`config.mk`:
```
export PLATFORM = sky130hd
export DESIGN_NAME = rypp_front
export DESIGN_NICKNAME = d
export VERILOG_FILES = /design/src/sv/rypp_pkg.sv /design/src/sv/rypp_front.sv
export SDC_FILE = /design/constraint.sdc
export NUM_CORES = 2
export LEC_CHECK = 0
export BUFFER_PORTS_ARGS = -buffer_cell sky130_fd_sc_hd__buf_2
export CAP_MARGIN = 20
export CELL_PAD_IN_SITES_DETAIL_PLACEMENT = 0
export CELL_PAD_IN_SITES_GLOBAL_PLACEMENT = 1
export CORE_MARGIN = 1
export CORE_UTILIZATION = 41
export CTS_BUF_LIST = sky130_fd_sc_hd__clkbuf_16
export CTS_CLUSTER_DIAMETER = 40
export DETAILED_ROUTE_END_ITERATION = 16
export GPL_TIMING_DRIVEN = 0
export PLACE_DENSITY = 0.77
export RECOVER_POWER = 25
export SLEW_MARGIN = 20
export SYNTH_ARGS = -nofsm -noshare
export SYNTH_HDL_FRONTEND = slang
export SYNTH_SLANG_ARGS = --single-unit
```
`constraint.sdc`:
```
create_clock -name clk -period 6.85 [get_ports clk]
set_input_delay 0.3425 -clock clk [delete_from_list [all_inputs] [get_ports clk]]
set_output_delay 0.3425 -clock clk [all_outputs]
set_load 0.1 [all_outputs]
```
`src/sv/rypp_pkg.sv`:
```
// Shared types, constants and trig table builder for the y-rotation projector.
`timescale 1ns / 1ps
`default_nettype none
package rypp_pkg;

  localparam int TRIG_ENTRIES_DEF = 128;
  localparam int QUO_BITS         = 24;   // |120*rel| < 2**24
  localparam int PROJ_SCALE       = 120;
  localparam int CENTER_X         = 80;
  localparam int CENTER_Y         = 40;
  localparam longint STEP_SIN_Q30 = 64'sd107195315;
  localparam longint STEP_COS_Q30 = 64'sd1068377587;

  typedef enum logic [1:0] {
    REG_CAM_X = 2'd0,
    REG_CAM_Y = 2'd1,
    REG_CAM_Z = 2'd2,
    REG_ANGLE = 2'd3
  } reg_idx_t;

  typedef struct packed {
    logic signed [15:0] cam_x;
    logic signed [15:0] cam_y;
    logic signed [15:0] cam_z;
    logic signed [6:0]  angle;
  } cfg_t;

  // one item in flight through the divider row
  typedef struct packed {
    logic [QUO_BITS-1:0] nq_x;   // numerator bits shifting out, quotient shifting in
    logic [QUO_BITS-1:0] nq_y;
    logic [16:0]         rem_x;
    logic [16:0]         rem_y;
    logic [16:0]         dvs;
    logic                neg_x;
    logic                neg_y;
    logic signed [17:0]  depth;
    logic                vis;
  } div_t;

  // divide by 2**sh, rounding half away from zero
  function automatic longint round_shr(longint v, int sh);
    longint half, mag;
    half = 64'sd1 <<< (sh - 1);
    mag  = (v < 0) ? -v : v;
    mag  = (mag + half) >>> sh;
    return (v < 0) ? -mag : mag;
  endfunction

  // elaboration-time table entry: Q2.30 rotation recurrence from the center
  function automatic logic signed [15:0] trig_q14(int idx, bit want_cos, int entries);
    longint s, c, ns, nc, ss, one;
    int     h, steps;
    h     = entries >> 1;
    one   = 64'sd1 << 30;
    s     = 0;
    c     = one;
    ss    = (idx >= h) ? STEP_SIN_Q30 : -STEP_SIN_Q30;
    steps = (idx >= h) ? idx - h : h - idx;
    for (int k = 0; k < steps; k++) begin
      ns = round_shr(s * STEP_COS_Q30 + c * ss, 30);
      nc = round_shr(c * STEP_COS_Q30 - s * ss, 30);
      s  = ns;
      c  = nc;
    end
    return want_cos ? 16'(round_shr(c, 16)) : 16'(round_shr(s, 16));
  endfunction

endpackage
`default_nettype wire

```
`src/sv/rypp_front.sv`:
```
// Front pipeline: offsets, rotation products, depth, scaled numerators, divider setup.
`timescale 1ns / 1ps
`default_nettype none
module rypp_front #(
  parameter int TRIG_ENTRIES = rypp_pkg::TRIG_ENTRIES_DEF
) (
  input  wire                  clk,
  input  wire                  rst_n,
  input  rypp_pkg::cfg_t       cfg,
  input  wire                  in_valid,
  output logic                 in_ready,
  input  wire signed [15:0]    pt_x,
  input  wire signed [15:0]    pt_y,
  input  wire signed [15:0]    pt_z,
  output logic                 o_valid,
  input  wire                  o_ready,
  output rypp_pkg::div_t       o_data
);
  import rypp_pkg::*;

  localparam int IDXW = $clog2(TRIG_ENTRIES);
  localparam int H    = TRIG_ENTRIES / 2;
  localparam logic [IDXW:0] HV = (IDXW+1)'(H);

  logic signed [15:0] sin_tbl [TRIG_ENTRIES];
  logic signed [15:0] cos_tbl [TRIG_ENTRIES];

  for (genvar g = 0; g < TRIG_ENTRIES; g++) begin : g_tbl
    localparam logic signed [15:0] SV_ = trig_q14(g, 1'b0, TRIG_ENTRIES);
    localparam logic signed [15:0] CV_ = trig_q14(g, 1'b1, TRIG_ENTRIES);
    assign sin_tbl[g] = SV_;
    assign cos_tbl[g] = CV_;
  end

  // angle fold: remainder toward zero by H, then offset to table center
  logic [7:0]      ang_mag;
  logic [IDXW:0]   ang_rem;
  logic [IDXW:0]   idx_full;
  logic [IDXW-1:0] idx;
  always_comb begin
    ang_mag = cfg.angle[6] ? 8'(-{cfg.angle[6], cfg.angle}) : {1'b0, cfg.angle};
    ang_rem = (IDXW+1)'(ang_mag);
    if (ang_rem >= HV) ang_rem = ang_rem - HV;
    if (ang_rem >= HV) ang_rem = ang_rem - HV;
    idx_full = cfg.angle[6] ? HV - ang_rem : HV + ang_rem;
    idx      = idx_full[IDXW-1:0];
  end

  logic signed [15:0] sin_r, cos_r;
  always_ff @(posedge clk) begin
    sin_r <= sin_tbl[idx];
    cos_r <= cos_tbl[idx];
  end

  logic [5:1] v_r;
  logic [6:1] rdy;
  always_comb begin
    rdy[6] = o_ready;
    for (int k = 5; k >= 1; k--) rdy[k] = !v_r[k] || rdy[k+1];
  end
  assign in_ready = rdy[1];
  assign o_valid  = v_r[5];

  always_ff @(posedge clk) begin
    if (!rst_n) begin
      v_r <= '0;
    end else begin
      if (rdy[1]) v_r[1] <= in_valid;
      for (int k = 2; k <= 5; k++) if (rdy[k]) v_r[k] <= v_r[k-1];
    end
  end

  // stage 1: offsets
  logic signed [16:0] dx_r, dz_r;
  logic signed [17:0] yr1_r;
  always_ff @(posedge clk) begin
    if (rdy[1]) begin
      dx_r  <= {pt_x[15], pt_x} - {cfg.cam_x[15], cfg.cam_x};
      dz_r  <= {pt_z[15], pt_z} - {cfg.cam_z[15], cfg.cam_z};
      yr1_r <= {{2{pt_y[15]}}, pt_y} - {cfg.cam_y[15], cfg.cam_y, 1'b0};
    end
  end

  // stage 2: rotation products
  logic signed [32:0] pxc_r, pzs_r, pzc_r, pxs_r;
  logic signed [17:0] yr2_r;
  always_ff @(posedge clk) begin
    if (rdy[2]) begin
      pxc_r <= dx_r * cos_r;
      pzs_r <= dz_r * sin_r;
      pzc_r <= dz_r * cos_r;
      pxs_r <= dx_r * sin_r;
      yr2_r <= yr1_r;
    end
  end

  // stage 3: sums, divide by 2**14 toward zero
  logic signed [33:0] sum_x, sum_d, adj_x, adj_d;
  always_comb begin
    sum_x = {pxc_r[32], pxc_r} + {pzs_r[32], pzs_r};
    sum_d = {pzc_r[32], pzc_r} - {pxs_r[32], pxs_r};
    adj_x = sum_x[33] ? (sum_x + 34'sd16383) >>> 14 : sum_x >>> 14;
    adj_d = sum_d[33] ? (sum_d + 34'sd16383) >>> 14 : sum_d >>> 14;
  end

  logic signed [17:0] xr_r, dep3_r, yr3_r;
  always_ff @(posedge clk) begin
    if (rdy[3]) begin
      xr_r   <= adj_x[17:0];
      dep3_r <= adj_d[17:0];
      yr3_r  <= yr2_r;
    end
  end

  // stage 4: scaled numerators
  logic signed [24:0] nx_r, ny_r;
  logic signed [17:0] dep4_r;
  always_ff @(posedge clk) begin
    if (rdy[4]) begin
      nx_r   <= $signed({{7{xr_r[17]}}, xr_r}) * 25'(PROJ_SCALE);
      ny_r   <= $signed({{7{yr3_r[17]}}, yr3_r}) * 25'(PROJ_SCALE);
      dep4_r <= dep3_r;
    end
  end

  // stage 5: magnitudes and divisor for the cell row
  logic [24:0] mag_x, mag_y;
  logic        vis;
  assign mag_x = nx_r[24] ? 25'(-nx_r) : 25'(nx_r);
  assign mag_y = ny_r[24] ? 25'(-ny_r) : 25'(ny_r);
  assign vis   = !dep4_r[17] && (dep4_r != '0);

  always_ff @(posedge clk) begin
    if (rdy[5]) begin
      o_data.nq_x  <= mag_x[QUO_BITS-1:0];
      o_data.nq_y  <= mag_y[QUO_BITS-1:0];
      o_data.rem_x <= '0;
      o_data.rem_y <= '0;
      o_data.dvs   <= vis ? dep4_r[16:0] : 17'd1;
      o_data.neg_x <= nx_r[24];
      o_data.neg_y <= ny_r[24];
      o_data.depth <= dep4_r;
      o_data.vis   <= vis;
    end
  end

endmodule
`default_nettype wire

```
==> impl_metrics.ini <==
[timing]
maxSlewViolCount = 128
rsz0062_at_grt = yes
finClkSkew_ps = 72.7
fin_crit_ps = 6810
clock.fmax_mhz = 147
slew_headroom = -0.639
finalSetupViolCount = 0
tightestPinTransition_ps = 2460
hold_ws_ps = 16.6
timing.final.crit_share = 0.995
hold_viol = 0

[critical_path]
required_ps = 7300
cp_slowest_cell = fa_1
path_cells = buf_2, and2_1, fa_1, inv_1, fa_1, fa_1, inv_1, fa_1, fa_1, inv_1, fa_1, inv_1, ha_1, nand2_1, nor2_1, a221o_1, o41ai_4, o211ai_1, a31oi_1, o21bai_1, xnor2_2
cp-start-kind = flip-flop
path_common_cell = fa_1
cp_max_fo = 11
critical_path_class = flip-flop to flip-flop
cp_num_buf_inv = 5
cpLargestDelayFamily = adder cells
cpPeakStageDelay_ps = 550
cp-end-kind = flip-flop
cp.arrival_ps = 7260

[clock_tree]
clock_path_buffers = 3
cts_tree = done
cts-root-buf = clkbuf_16
clkTransAtPathRegs_ps = 50
insertion_delay_ps = 750
cts.sinks = 434
ctsHtreeMaxLevel = 3
numCtsBuffers = 91

[logic_synthesis]
synth_seq_area_share = 0.179
syn_area_per_cell_um2 = 9.42
netlist_area_um2 = 70900
yosys.area_share.xor_xnor = 0.0408
synth_seq_cells = 434
yosysTopAreaCellShare = 0.331
synth_top_area_cell = fa_1
ys_types = 108
synth_fa_ha_area_frac = 0.429
synth_edf_count = 398
synth-main-ff-cell = edfxtp_1
synth-compound-area-share = 0.0964
async_flop_share = 0
yosys-top-cells-area = fa_1, edfxtp_1, ha_1
yosys_warnings = 0
synth_top_family_by_area = adder cells
syn-instance-count = 7533
synth-simple-area-share = 0.144
synthMuxAreaShare = 0.00541

[global_route]
antenna_found_initial = 36
grt_usage = 0.309
grt_max_degree = 59
grt_pass1_wl_mm = 389
global_route.overflow_total = 0
grt_pass1_vias = 58300

[floorplan]
dieArea_um2 = 175000
num_rows = 152
dieHeight_um = 418
die_w_um = 418
start_util = 0.413
core-area_um2 = 172000
io_pins = 229

[route]
firstDrtPassIters = 6
vias = 57100
routed_via_density = 5.52
ant_nets = 0
drt_iter0_drc = 5014
drc_errors = 0
drt_wl_total_mm = 268
routedWlPerCell_um = 25.9

[layout]
fin_nets = 9786
area_growth_syn_to_layout_pct = 13.8
regArea_um2 = 12700
n_fill_cell = 16400
final_cells = 10400
final_util = 0.470
multi_input_area_um2 = 51400
drive_above_1_share = 0.113

[flow_run]
cap_violations = 3

[run_status]
violations = max-capacitance violations, max-slew violations
status = finished, violations left

[hold_path]
worstHoldPathType = primary input to flip-flop

[placed_design]
portBuffers = 187
gp_congestion = 1.05
dp.cells = 10100
hpwl_mm = 217
-- final cells by class --
class,count,area share
inverter,1561,0.0728
timing repair buffer,291,0.0242
clock inverter,77,0.00985
sequential,434,0.158
multi-input combinational,5204,0.638
antenna,13,0.000403
buffer,367,0.0327
tap,2310,0.0358
clock buffer,93,0.0288
-- logic make-up after synthesis --
logic type | Yosys count
simple gates | 2048
buf+inv | 1936
fa+ha+maj | 1729
compound gates | 1032
flops | 434
xor+xnor | 329
mux | 23
other cells | 2
-- synth_stat cells, types with 28 or more instances --
cell	count
a21o_1	85
inv_1	1558
buf_4	46
clkbuf_1	291
nand2_1	718
nand2b_1	59
ha_1	555
nor2_1	317
o21ai_0	196
a21oi_1	275
fa_1	1174
or3_1	30
nor3_1	88
a211oi_1	45
nor2b_1	59
a31oi_1	49
o21bai_1	28
xor2_1	82
o21a_1	38
edfxtp_1	398
xnor2_1	245
o211ai_1	51
dfxtp_1	36
and2_1	542
and3_1	28
nand3_1	83
-- metrics by stage --
step	cell area, µm²	setup TNS [ps]	setup WS [ps]
CTS	79800	-40.7	-40.7
detailed placement	75200	-59790	-1780
floorplan	71100	0	231
global route	80700	-390	-96.0
global placement	74900	-58870	-1830
finish	80700	0	37.2
-- state kept, by name, summed over array words and instances (netlist names), 18 cells and up --
signal / cells
yr3_r: 18
ny_r: 22
dep3_r: 18
yr1_r: 18
yr2_r: 18
nx_r: 22
pzc_r: 33
o_data: 80
xr_r: 18
pxc_r: 33
pzs_r: 33
dep4_r: 18
pxs_r: 33
-- worst reg2reg max path: stages (launching register included) --
cell,delay [ps]
edfxtp_1,520
buf_2,320
and2_1,230
fa_1,550
inv_1,60
fa_1,500
fa_1,520
inv_1,50
fa_1,490
fa_1,490
inv_1,50
fa_1,500
inv_1,60
ha_1,350
nand2_1,90
nor2_1,40
a221o_1,380
o41ai_4,370
o211ai_1,240
a31oi_1,230
o21bai_1,130
xnor2_2,380
-- per-layer routing --
| layer | vias up | share of wire | global-route usage | routed length (µm) |
|---|---|---|---|---|
| met5 | - | 0.00075 | 0 | 200 |
| met4 | 30 | 0.048 | 0.126 | 12900 |
| met3 | 629 | 0.10 | 0.0786 | 27600 |
| met2 | 2725 | 0.43 | 0.468 | 116000 |
| met1 | 29100 | 0.42 | 0.422 | 111000 |
| li1 | 24600 | - | - | - |
-- path summary, 6_finish.rpt --
check,cells past startpoint,end,start,slack (ps)
worst min register to register,0,yr3_r[0],yr2_r[0],410
worst max-delay path,21,pzc_r[32],dz_r[15],40
worst min-delay path,3,v_r[5],o_ready,20
worst max register to register,21,pzc_r[32],dz_r[15],40
-- cell usage in the layout (no fill, tap or decap), types with 21 or more instances in the layout --
cell	n
nand3_1	82
o21ai_0	186
and2_1	535
nor2b_1	59
buf_4	144
xor2_1	82
o211ai_1	51
a21o_1	85
o21a_1	38
a31oi_1	47
a21boi_0	25
nor3_1	86
conb_1	43
clkbuf_4	51
or2_2	23
nand2_1	714
clkbuf_8	33
a21oi_1	262
clkbuf_1	101
clkbuf_2	44
xnor2_1	241
fa_1	1158
buf_2	219
nor2_1	312
edfxtp_1	398
a311oi_1	25
nand4_1	25
a211oi_1	40
inv_1	1556
o21bai_1	28
ha_1	545
nand2b_1	59
clkbuf_16	98
or3_1	29
and3_1	28
o31ai_1	21
-- repair_timing --
item / in CTS / in global routing
setup endpoints to repair: 67 / 24
hold endpoints to repair: 7 / 0
hold buffers: 4 / 0
gates resized for setup: 442 / 202
pin swaps: 15 / 33
buffers inserted: 35 / 53
gates cloned: 0 / 2
Power is left out: the tool's default activity adds up to more than one toggle a clock period on the data nets, which glitch-free logic cannot reach.
