$ cat config.mk
export PLATFORM = sky130hd
export DESIGN_NAME = rypp_div_cell
export DESIGN_NICKNAME = d
export VERILOG_FILES = /design/src/sv/rypp_pkg.sv /design/src/sv/rypp_div_cell.sv
export SDC_FILE = /design/constraint.sdc
export NUM_CORES = 1
export LEC_CHECK = 0
export BUFFER_PORTS_ARGS = -buffer_cell sky130_fd_sc_hd__buf_2
export CORE_AREA = 2 2 134 136
export CTS_BUF_LIST = sky130_fd_sc_hd__clkbuf_16
export DETAILED_ROUTE_END_ITERATION = 10
export DIE_AREA = 0 0 136 138
export PLACE_DENSITY = 0.62
export SYNTH_ARGS = -nofsm -noshare
export SYNTH_HDL_FRONTEND = slang
export SYNTH_SLANG_ARGS = --single-unit
$ cat constraint.sdc
create_clock -name clk -period 4.69 [get_ports clk]
set_input_delay 0.469 -clock clk [delete_from_list [all_inputs] [get_ports clk]]
set_output_delay 0.469 -clock clk [all_outputs]
set_load 0.1 [all_outputs]
$ cat src/sv/rypp_pkg.sv
// Shared types, constants and trig table builder for the y-rotation projector.
`timescale 1ns / 1ps
`default_nettype none
package rypp_pkg;

  localparam int TRIG_ENTRIES_DEF = 128;
  localparam int QUO_BITS         = 24;   // |120*rel| < 2**24
  localparam int PROJ_SCALE       = 120;
  localparam int CENTER_X         = 80;
  localparam int CENTER_Y         = 40;
  localparam longint STEP_SIN_Q30 = 64'sd107195315;
  localparam longint STEP_COS_Q30 = 64'sd1068377587;

  typedef enum logic [1:0] {
    REG_CAM_X = 2'd0,
    REG_CAM_Y = 2'd1,
    REG_CAM_Z = 2'd2,
    REG_ANGLE = 2'd3
  } reg_idx_t;

  typedef struct packed {
    logic signed [15:0] cam_x;
    logic signed [15:0] cam_y;
    logic signed [15:0] cam_z;
    logic signed [6:0]  angle;
  } cfg_t;

  // one item in flight through the divider row
  typedef struct packed {
    logic [QUO_BITS-1:0] nq_x;   // numerator bits shifting out, quotient shifting in
    logic [QUO_BITS-1:0] nq_y;
    logic [16:0]         rem_x;
    logic [16:0]         rem_y;
    logic [16:0]         dvs;
    logic                neg_x;
    logic                neg_y;
    logic signed [17:0]  depth;
    logic                vis;
  } div_t;

  // divide by 2**sh, rounding half away from zero
  function automatic longint round_shr(longint v, int sh);
    longint half, mag;
    half = 64'sd1 <<< (sh - 1);
    mag  = (v < 0) ? -v : v;
    mag  = (mag + half) >>> sh;
    return (v < 0) ? -mag : mag;
  endfunction

  // elaboration-time table entry: Q2.30 rotation recurrence from the center
  function automatic logic signed [15:0] trig_q14(int idx, bit want_cos, int entries);
    longint s, c, ns, nc, ss, one;
    int     h, steps;
    h     = entries >> 1;
    one   = 64'sd1 << 30;
    s     = 0;
    c     = one;
    ss    = (idx >= h) ? STEP_SIN_Q30 : -STEP_SIN_Q30;
    steps = (idx >= h) ? idx - h : h - idx;
    for (int k = 0; k < steps; k++) begin
      ns = round_shr(s * STEP_COS_Q30 + c * ss, 30);
      nc = round_shr(c * STEP_COS_Q30 - s * ss, 30);
      s  = ns;
      c  = nc;
    end
    return want_cos ? 16'(round_shr(c, 16)) : 16'(round_shr(s, 16));
  endfunction

endpackage
`default_nettype wire

$ cat src/sv/rypp_div_cell.sv
// One restoring-division cell: one quotient bit for both x and y per beat.
`timescale 1ns / 1ps
`default_nettype none
module rypp_div_cell (
  input  wire             clk,
  input  wire             rst_n,
  input  wire             in_valid,
  output logic            in_ready,
  input  rypp_pkg::div_t  in_data,
  output logic            out_valid,
  input  wire             out_ready,
  output rypp_pkg::div_t  out_data
);
  import rypp_pkg::*;

  logic   v_r;
  div_t   d_nxt;
  logic [17:0] tx, ty, dv;

  assign in_ready  = !v_r || out_ready;
  assign out_valid = v_r;

  always_comb begin
    d_nxt = in_data;
    dv    = {1'b0, in_data.dvs};
    tx    = {in_data.rem_x, in_data.nq_x[QUO_BITS-1]};
    ty    = {in_data.rem_y, in_data.nq_y[QUO_BITS-1]};
    if (tx >= dv) begin
      d_nxt.rem_x = 17'(tx - dv);
      d_nxt.nq_x  = {in_data.nq_x[QUO_BITS-2:0], 1'b1};
    end else begin
      d_nxt.rem_x = tx[16:0];
      d_nxt.nq_x  = {in_data.nq_x[QUO_BITS-2:0], 1'b0};
    end
    if (ty >= dv) begin
      d_nxt.rem_y = 17'(ty - dv);
      d_nxt.nq_y  = {in_data.nq_y[QUO_BITS-2:0], 1'b1};
    end else begin
      d_nxt.rem_y = ty[16:0];
      d_nxt.nq_y  = {in_data.nq_y[QUO_BITS-2:0], 1'b0};
    end
  end

  always_ff @(posedge clk) begin
    if (!rst_n) v_r <= 1'b0;
    else if (in_ready) v_r <= in_valid;
  end

  always_ff @(posedge clk) begin
    if (in_ready) out_data <= d_nxt;
  end

endmodule
`default_nettype wire

==> flow_metrics.env, run 1 <==
export IMPL_layout_commonest_cell="buf_2"
export IMPL_synthArstFlopShare=0
export IMPL_synth_area_leaders="edfxtp_1, ha_1, mux2_2"
export IMPL_numPortBuffers=245
export IMPL_htreeDepth=4
export IMPL_dr_pass1_iters=5
export IMPL_finClkSkew_ns=0.00640
export IMPL_power_density_mw_per_mm2=496
export IMPL_top_layer="met5"
export IMPL_yosysWarnings=0
export IMPL_syn2layout_area_growth_pct=33.6
export IMPL_fp_dieW_um=136
export IMPL_synth_cell_types=60
export IMPL_crit_path_end_kind="flop"
export IMPL_grt_usage=0.182
export IMPL_wl_met1_um=7010
export IMPL_synth_top_cell_area_share=0.609
export IMPL_grt_max_degree=68
export IMPL_num_rows=49
export IMPL_yosysSeqAreaShare=0.612
export IMPL_synth_edf_count=120
export IMPL_hold_path_class="in2reg"
export IMPL_cp_start_kind="primary input"
export IMPL_yosysTopAreaCell="edfxtp_1"
export IMPL_maxCapViolations=0
export IMPL_ioPinCount=246
export IMPL_vias=4584
export IMPL_via_per_inst=4.89
export IMPL_slew_headroom=0.451
export IMPL_post_cts_buffers=0
export IMPL_fin_setup_tns_ns=0
export IMPL_grt_antenna_before_repair=4
export IMPL_cellLeakagePower_nw=3.53
export IMPL_worst_hold_slack_ns=0.228
export IMPL_dr_wl_met2_um=8820
export IMPL_dieArea_sq_mm=0.0188
export IMPL_syn_area_per_cell_sq_um=13.4
export IMPL_final_nets=856
export IMPL_hold_buffers=0
export IMPL_irDropWorstVdd_v=0.000249
export IMPL_drt_total_wl_um=17500
export IMPL_wl_per_cell_um=18.6
export IMPL_cp_data_arrival_time_ns=3.00
export IMPL_fin_crit_sh=0.605
export IMPL_gp_congestion=0.828
export IMPL_ant_nets=0
export IMPL_insertion_delay_ns=0.41
export IMPL_coreArea_sq_mm=0.0175
export IMPL_path_class="in2reg"
export IMPL_synth_nets=602
export IMPL_cts_resized_gates=0
export IMPL_worst_slew_pin_slew_ns=0.824
export IMPL_first_iter_violations=310
export IMPL_fin_crit_ns=2.84
export IMPL_max_clock_freq_mhz=353
export IMPL_slew_violations=0
export IMPL_dp_hpwl_um=13700
export IMPL_cts_buffers=17
export IMPL_die_y_um=138
export IMPL_initial_core_util=0.337
export IMPL_cts_tree="yes"
export IMPL_route_met3_wl_um=1350
export IMPL_yosys_most_used_dff="edfxtp_1"
export IMPL_overflow=0
export IMPL_finalHoldViolations=0
export IMPL_clk_pin_slew_ns=0.06
export IMPL_critical_path_required_ns=4.85
export IMPL_syn_cell_area_sq_mm=0.00592
export IMPL_setup_viol=0
export IMPL_rsz0062_at_grt="false"
export IMPL_grt_pass1_wl_um=25600
export IMPL_final_cell_mix="buf_2, edfxtp_1, nand2_1, ha_1"
export IMPL_grt_pass1_vias=4644
export IMPL_worstPathMaxFanout=18
export IMPL_cts_sinks=121
export IMPL_status="complete, no violations"
export IMPL_post_route_drc_count=0
export IMPL_synth_seq_cells=121
export IMPL_syn_inst=442
export IMPL_cts_buffer_depth=2
export IMPL_drive_gt1_frac=0.439
export IMPL_cts_root_buffer="clkbuf_16"
[worst max-delay path, stage by stage]
cell and delay (ns):
buf_2 0.17, ha_1 0.19, inv_1 0.06, fa_1 0.39, a21o_1 0.21, and2_1 0.18
o31a_1 0.29, o21ai_4 0.43, inv_2 0.25, mux2_4 0.35
[sequential cells by signal (all words and copies together), names as in the netlist]
register / flops
out_valid: 1
out_data: 120
[synthesized netlist by cell type (2+ instances only)]
master / number
a311oi_1: 2
a21o_1: 15
nor3_1: 3
and2_1: 4
nand2_1: 34
nand2b_1: 2
o211ai_1: 2
o21a_1: 10
mux2_2: 17
and4_1: 4
inv_1: 26
nand3_1: 13
fa_1: 2
nor2_1: 16
a31oi_1: 3
o21ai_0: 18
buf_2: 5
clkbuf_1: 3
a2111oi_0: 3
a211oi_1: 4
ha_1: 34
nor2b_1: 3
inv_2: 2
a21boi_0: 2
o31ai_1: 6
nand4_1: 2
edfxtp_1: 120
o31a_1: 2
or2_2: 3
mux2_4: 4
nor3b_1: 3
o21bai_1: 2
buf_6: 3
xor2_1: 3
and3_1: 2
xnor2_1: 16
a21oi_1: 26
[through the flow]
step           std cells  setup WS [ns]  utilization  instance area [sq um]  power [mW]
2_1_floorplan        442           1.25            -                   5920        2.53
3_3_place_gp         906           1.52        0.421                   7370        2.77
3_5_place_dp         906           1.42        0.421                   7370        2.77
4_1_cts              937           1.85        0.451                   7900        3.96
5_1_grt              937           1.68        0.451                   7900        4.07
6_report             938           1.85        0.451                   7900        3.92
[worst paths after layout]
kind	start	to	slack, ns	cells after the start
setup / recovery	in_data[21]	out_data[50]	1.85	10
hold reg to reg	out_valid	out_data[111]	1.13	1
hold / removal	in_data[7]	out_data[7]	0.23	1
setup reg to reg	out_valid	out_data[73]	2.58	2
[layout make-up]
| class | count | area (sq um) |
|---|---|---|
| Sequential cell | 121 | 3620 |
| Timing Repair Buffer | 246 | 1230 |
| Antenna cell | 1 | 2.50 |
| Multi-Input combinational cell | 282 | 2130 |
| Fill cell | 1676 | 9630 |
| Clock inverter | 14 | 101 |
| Clock buffer | 17 | 425 |
| Tap cell | 229 | 287 |
| Inverter | 28 | 105 |
[cells by family (layout without fill, tap and decap cells)]
| family | count (synthesis) | after routing | synth area share |
|---|---|---|---|
| other | 0 | 1 | 0 |
| multiplexers | 21 | 21 | 0.0425 |
| adder cells (fa/ha/maj) | 36 | 36 | 0.0787 |
| XOR/XNOR | 19 | 19 | 0.0281 |
| AND/OR/NAND/NOR | 93 | 93 | 0.0765 |
| AO/OA/AOI/OAI | 113 | 113 | 0.132 |
| buffers and inverters | 39 | 305 | 0.0296 |
| flip-flops | 121 | 121 | 0.612 |
[per-layer routing]
metal / up-vias / global-route usage
met5: - / 0
met4: 6 / 0.0603
met3: 27 / 0.0535
met2: 197 / 0.320
met1: 2150 / 0.210
li1: 2204 / -
[where the power goes]
part           leakage (nW)  switching [mW]  total, mW  internal (mW)
clock network         0.259           0.502       1.18          0.673
logic                  2.02            1.12       1.39          0.268
registers              1.25          0.0302       1.36           1.33
(Power assumes the default switching activity.)
==> run 2, diff against run 1 <==
--- a/config.mk
+++ b/config.mk
@@ -10,7 +10,7 @@
 export CTS_BUF_LIST = sky130_fd_sc_hd__clkbuf_16
 export DETAILED_ROUTE_END_ITERATION = 10
 export DIE_AREA = 0 0 136 138
-export PLACE_DENSITY = 0.62
+export PLACE_DENSITY = 0.65
 export SYNTH_ARGS = -nofsm -noshare
 export SYNTH_HDL_FRONTEND = slang
 export SYNTH_SLANG_ARGS = --single-unit
==> constraint.sdc (replaced) <==
create_clock -name clk -period 2.56 [get_ports clk]
set_input_delay 0.256 -clock clk [delete_from_list [all_inputs] [get_ports clk]]
set_output_delay 0.256 -clock clk [all_outputs]
set_load 0.1 [all_outputs]
==> run 2 against run 1 <==
  * Total power is 96% higher
  * Clock-buffer cell count stayed put
  * Via count is 5.8% higher
  * Global-route usage is 0.55 points higher
  * First-iteration DRC count is 11% higher
  * Worst hold slack worse by 0.21 ns
  * Register-to-register slack worse by 1.5 ns
  * Largest cell class unchanged
  * Highest routed layer unchanged
==> flow_metrics.env, run 2 (synthesis gave the netlist of run 1 again) <==
export IMPL_status="complete, no violations"
export IMPL_worstPathMaxFanout=3
export IMPL_initial_core_util=0.337
export IMPL_grt_max_degree=48
export IMPL_maxCapViolations=0
export IMPL_vias=4848
export IMPL_cts_sinks=121
export IMPL_final_nets=943
export IMPL_dp_hpwl_um=13900
export IMPL_first_iter_violations=345
export IMPL_fin_setup_tns_ns=0
export IMPL_worst_slew_pin_slew_ns=0.582
export IMPL_path_class="in2reg"
export IMPL_grt_antenna_before_repair=6
export IMPL_worst_path_buf_inv=4
export IMPL_fin_crit_sh=0.877
export IMPL_critPathMostFrequentCell="inv_1"
export IMPL_syn2layout_area_growth_pct=48.0
export IMPL_drive_gt1_frac=0.460
export IMPL_numPortBuffers=245
export IMPL_cpMaxStageDelayCell="fa_1"
export IMPL_largest_reg_flops=120
export IMPL_irDropWorstVdd_v=0.000441
export IMPL_dr_pass1_iters=4
export IMPL_coreArea_sq_mm=0.0175
export IMPL_setup_viol=0
export IMPL_clk_pin_slew_ns=0.06
export IMPL_worst_slack_ns=0.315
export IMPL_cp_data_arrival_time_ns=2.41
export IMPL_hold_buffers=28
export IMPL_cts_buffer_depth=2
export IMPL_cp_top_family="compound AO/OA/AOI/OAI gates"
export IMPL_drt_total_wl_um=18000
export IMPL_layout_commonest_cell="buf_2"
export IMPL_cts_buffers=17
export IMPL_dpl_cell_area_sq_mm=0.00781
export IMPL_dieArea_sq_mm=0.0188
export IMPL_num_rows=49
export IMPL_post_cts_buffers=0
export IMPL_overflow=0
export IMPL_hold_path_class="in2reg"
export IMPL_cp_start_kind="primary input"
export IMPL_slowest_delay_ns=0.39
export IMPL_die_y_um=138
export IMPL_preCtsSetupSlack_ns=-0.123
export IMPL_critical_path_required_ns=2.73
export IMPL_fin_area_sq_mm=0.00876
export IMPL_finClkSkew_ns=0.00495
export IMPL_ant_nets=0
export IMPL_cp_cell_sequence="buf_2, inv_1, ha_1, inv_1, fa_1, a21oi_1, o211ai_1, a221oi_1, buf_4, o21ai_0, xor2_1, mux2_2"
export IMPL_final_cell_mix="buf_2, edfxtp_1, buf_4"
export IMPL_wl_per_cell_um=17.6
export IMPL_rsz0062_at_grt="false"
export IMPL_grt_pass1_vias=4783
export IMPL_slew_headroom=0.612
export IMPL_cts_tree="yes"
export IMPL_fin_cells=1027
export IMPL_power_density_mw_per_mm2=880
export IMPL_gp_congestion=0.880
export IMPL_insertion_delay_ns=0.42
export IMPL_ioPinCount=246
export IMPL_regMostFlops="out_data"
export IMPL_placed_cells=960
export IMPL_p_total_mw=7.70
export IMPL_fin_crit_ns=2.25
export IMPL_grt_pass1_wl_um=26200
export IMPL_finalHoldViolations=0
export IMPL_cts_root_buffer="clkbuf_16"
export IMPL_max_clock_freq_mhz=445
export IMPL_htreeDepth=4
export IMPL_slew_violations=0
export IMPL_fp_dieW_um=136
export IMPL_grt_usage=0.187
export IMPL_cts_resized_gates=0
export IMPL_post_route_drc_count=0
export IMPL_crit_path_end_kind="flop"
export IMPL_cellLeakagePower_nw=3.97
export IMPL_via_per_inst=4.72
-- run 2: cell count changes in the layout (fill, tap and decap cells not counted), moves of 2 or more --
cell	change
buf_4	+52
bufinv_16	+3
clkinv_2	-5
clkinv_4	-2
buf_12	+2
inv_6	+3
dlygate4sd3_1	+33
-- run 2: final timing paths --
| path | endpoint | slack (ns) | depth (start not counted) | startpoint |
|---|---|---|---|---|
| setup / recovery | out_data[69] | 0.31 | 12 | in_data[119] |
| hold / removal | out_data[75] | 0.02 | 1 | in_data[74] |
| setup reg to reg | out_data[63] | 1.09 | 2 | out_valid |
| hold reg to reg | out_data[82] | 0.97 | 1 | out_valid |
-- run 2: layout make-up --
class / instances / area [sq um]
clock inverters: 15 / 190
fillers: 1593 / 8780
clock buffers: 17 / 425
repair buffers: 333 / 1990
multi-input cells: 282 / 2130
diodes: 2 / 5.00
flip-flops and latches: 121 / 3620
inverters: 28 / 105
well taps: 229 / 287
-- run 2: per-layer routing --
layer  share of wire  wire, um  GRT usage
met1            0.39      7000      0.210
met2            0.50      8990      0.323
met3           0.085      1530     0.0627
met4           0.026       476     0.0795
met5          0.0019        34          0
-- run 2: stage by stage --
| stage | hold slack, ns | util |
|---|---|---|
| final | 0.0172 | 0.499 |
| after global routing | 0.000400 | 0.499 |
| after CTS | 0.000241 | 0.496 |
| after floorplan | 0.355 | - |
| after detailed placement | 0.434 | 0.445 |
| after global placement | 0.432 | 0.445 |
-- run 2: report_power, final --
group	internal, mW	switching [mW]	leakage [nW]
logic	0.616	2.08	2.42
clock network	1.55	0.965	0.295
registers	2.44	0.0527	1.25
total	4.61	3.10	3.97
==> run 3, diff against run 2 <==
--- a/config.mk
+++ b/config.mk
@@ -6,11 +6,11 @@
 export NUM_CORES = 1
 export LEC_CHECK = 0
 export BUFFER_PORTS_ARGS = -buffer_cell sky130_fd_sc_hd__buf_2
-export CORE_AREA = 2 2 134 136
+export CORE_AREA = 10 10 142 144
 export CTS_BUF_LIST = sky130_fd_sc_hd__clkbuf_16
 export DETAILED_ROUTE_END_ITERATION = 10
-export DIE_AREA = 0 0 136 138
-export PLACE_DENSITY = 0.65
+export DIE_AREA = 0 0 152 154
+export PLACE_DENSITY = 0.62
 export SYNTH_ARGS = -nofsm -noshare
 export SYNTH_HDL_FRONTEND = slang
 export SYNTH_SLANG_ARGS = --single-unit
==> constraint.sdc (replaced) <==
create_clock -name clk -period 2.6 [get_ports clk]
set_input_delay 0.26 -clock clk [delete_from_list [all_inputs] [get_ports clk]]
set_output_delay 0.26 -clock clk [all_outputs]
set_load 0.1 [all_outputs]
==> run 3 against run 2 <==
  * Cell count down 4.9%
  * Utilization down 1.8 points
  * Non-clock buffer count down 44
  * Clock-buffer cell count unchanged
  * Wire length up 10%
  * Worst hold slack better by 0.0040 ns
  * Combinational power down 3%
  * Sequential power down 2%
  * Clock power down 15%
  * First-iteration DRC count down 2.6%
  * Critical endpoint is now out_data[61]
  * Die area up 25%
==> flow_metrics.env, run 3 (synthesis gave the netlist of run 1 again) <==
export IMPL_reg2reg_from="out_valid"
export IMPL_grt_util_met1=0.189
export IMPL_via_per_inst=4.88
export IMPL_fin_setup_tns_ns=0
export IMPL_critical_path_required_ns=2.76
export IMPL_hold_path_class="in2reg"
export IMPL_numPortBuffers=245
export IMPL_layout_commonest_cell="buf_2"
export IMPL_cp_start_kind="primary input"
export IMPL_p_total_mw=7.22
export IMPL_dpl_cell_area_sq_mm=0.00772
export IMPL_drive_gt1_frac=0.468
export IMPL_post_route_drc_count=0
export IMPL_insertion_delay_ns=0.41
export IMPL_dp_hpwl_um=16300
export IMPL_max_clock_freq_mhz=449
export IMPL_num_rows=48
export IMPL_grt_pass1_vias=4931
export IMPL_coreArea_sq_mm=0.0172
export IMPL_cts_sinks=121
export IMPL_final_cell_mix="buf_2, edfxtp_1, buf_4"
export IMPL_critPathMostFrequentCell="a21oi_1"
export IMPL_die_y_um=154
export IMPL_hp_start="in_data[99]"
export IMPL_fin_crit_ns=2.23
export IMPL_power_density_mw_per_mm2=872
export IMPL_finClkSkew_ns=0.00676
export IMPL_utilization=0.482
export IMPL_ant_nets=0
export IMPL_cts_tree="yes"
export IMPL_initial_core_util=0.344
export IMPL_fin_area_sq_mm=0.00827
export IMPL_final_nets=899
export IMPL_fin_cells=977
export IMPL_worst_slack_ns=0.372
export IMPL_ff2ff_setup_slack_ns=1.11
export IMPL_cp_top_family="buffers and inverters"
export IMPL_fin_crit_sh=0.857
export IMPL_syn2layout_area_growth_pct=39.8
export IMPL_finalHoldViolations=0
export IMPL_largest_reg_flops=120
export IMPL_preCtsSetupSlack_ns=-0.0752
export IMPL_wl_per_cell_um=20.4
export IMPL_rsz0062_at_grt="false"
export IMPL_cpMaxStageDelayCell="mux2_2"
export IMPL_worst_slew_pin_slew_ns=0.527
export IMPL_use_met2=0.290
export IMPL_clk_pin_slew_ns=0.06
export IMPL_grt_usage=0.166
export IMPL_htreeDepth=4
export IMPL_grt_antenna_before_repair=3
export IMPL_cts_buffer_depth=2
export IMPL_gp_congestion=0.899
export IMPL_irDropWorstVdd_v=0.000438
export IMPL_fill_cells=1559
export IMPL_cts_root_buffer="clkbuf_16"
export IMPL_worst_path_buf_inv=4
export IMPL_grt_busiest_layer="met2"
export IMPL_regMostFlops="out_data"
export IMPL_worstPathMaxFanout=15
export IMPL_path_class="in2reg"
export IMPL_met3_usage=0.0605
export IMPL_cp_cell_sequence="buf_2, ha_1, inv_1, fa_1, a21oi_1, buf_4, o211a_1, a21oi_1, o21ai_1, and2_2, inv_2, mux2_2"
export IMPL_cellLeakagePower_nw=3.75
export IMPL_min_path_cells=1
export IMPL_placed_cells=944
export IMPL_min_delay_worst_endpoint="out_data[100]"
export IMPL_grt_max_degree=36
export IMPL_status="complete, no violations"
export IMPL_grt_pass1_wl_um=30000
export IMPL_vias=4770
export IMPL_worst_hold_slack_ns=0.0211
export IMPL_crit_path_end_kind="flop"
export IMPL_cp_data_arrival_time_ns=2.39
export IMPL_ioPinCount=246
export IMPL_slew_violations=0
export IMPL_drt_total_wl_um=19900
export IMPL_worstReg2RegEnd="out_data[72]"
export IMPL_slew_headroom=0.651
export IMPL_slowest_delay_ns=0.39
export IMPL_dieArea_sq_mm=0.0234
export IMPL_r2r_cells=2
export IMPL_cts_buffers=17
export IMPL_fp_dieW_um=152
export IMPL_maxCapViolations=0
export IMPL_first_iter_violations=336
export IMPL_dr_pass1_iters=6
export IMPL_overflow=0
export IMPL_setup_viol=0
==> run 3: layout make-up <==
type                    instances  area (sq um)  share of cell area
diodes                          2          5.00            0.000605
clock buffers                  17           425              0.0514
clock inverters                13           109              0.0132
inverters                      28           105              0.0127
multi-input cells             282          2130               0.257
flip-flops and latches        121          3620               0.438
well taps                     225           282              0.0340
repair buffers                289          1600               0.193
==> run 3: power by group <==
part / total, mW / switching [mW] / internal (mW)
sequential: 2.45 / 0.0496 / 2.40
clock: 2.15 / 0.856 / 1.29
combinational: 2.62 / 2.06 / 0.561
==> run 3: worst max-delay path by stage <==
stage	from	to	slack (ns)	cells after the start
3_5_place_dp	in_data[21]	out_data[61]	-0.08	12
6_report	in_data[21]	out_data[61]	0.37	12
5_1_grt	in_data[21]	out_data[71]	0.17	12
2_1_floorplan	out_valid	out_data[0]	0.03	1
3_3_place_gp	in_data[21]	out_data[69]	-0.03	12
4_1_cts	in_data[21]	out_data[61]	0.36	12
==> run 3: routing by layer <==
layer / wire, um / part of all wire
met3: 1500 / 0.075
met4: 272 / 0.014
met5: 36 / 0.0018
met1: 8160 / 0.41
met2: 9950 / 0.50
==> run 3: repair_timing <==
action | CTS | global route
setup buffers | 0 | 0
endpoints found under the hold margin | 0 | 1
hold buffers | 0 | 1
resized for setup | 0 | 0
setup endpoints to repair | 0 | 0
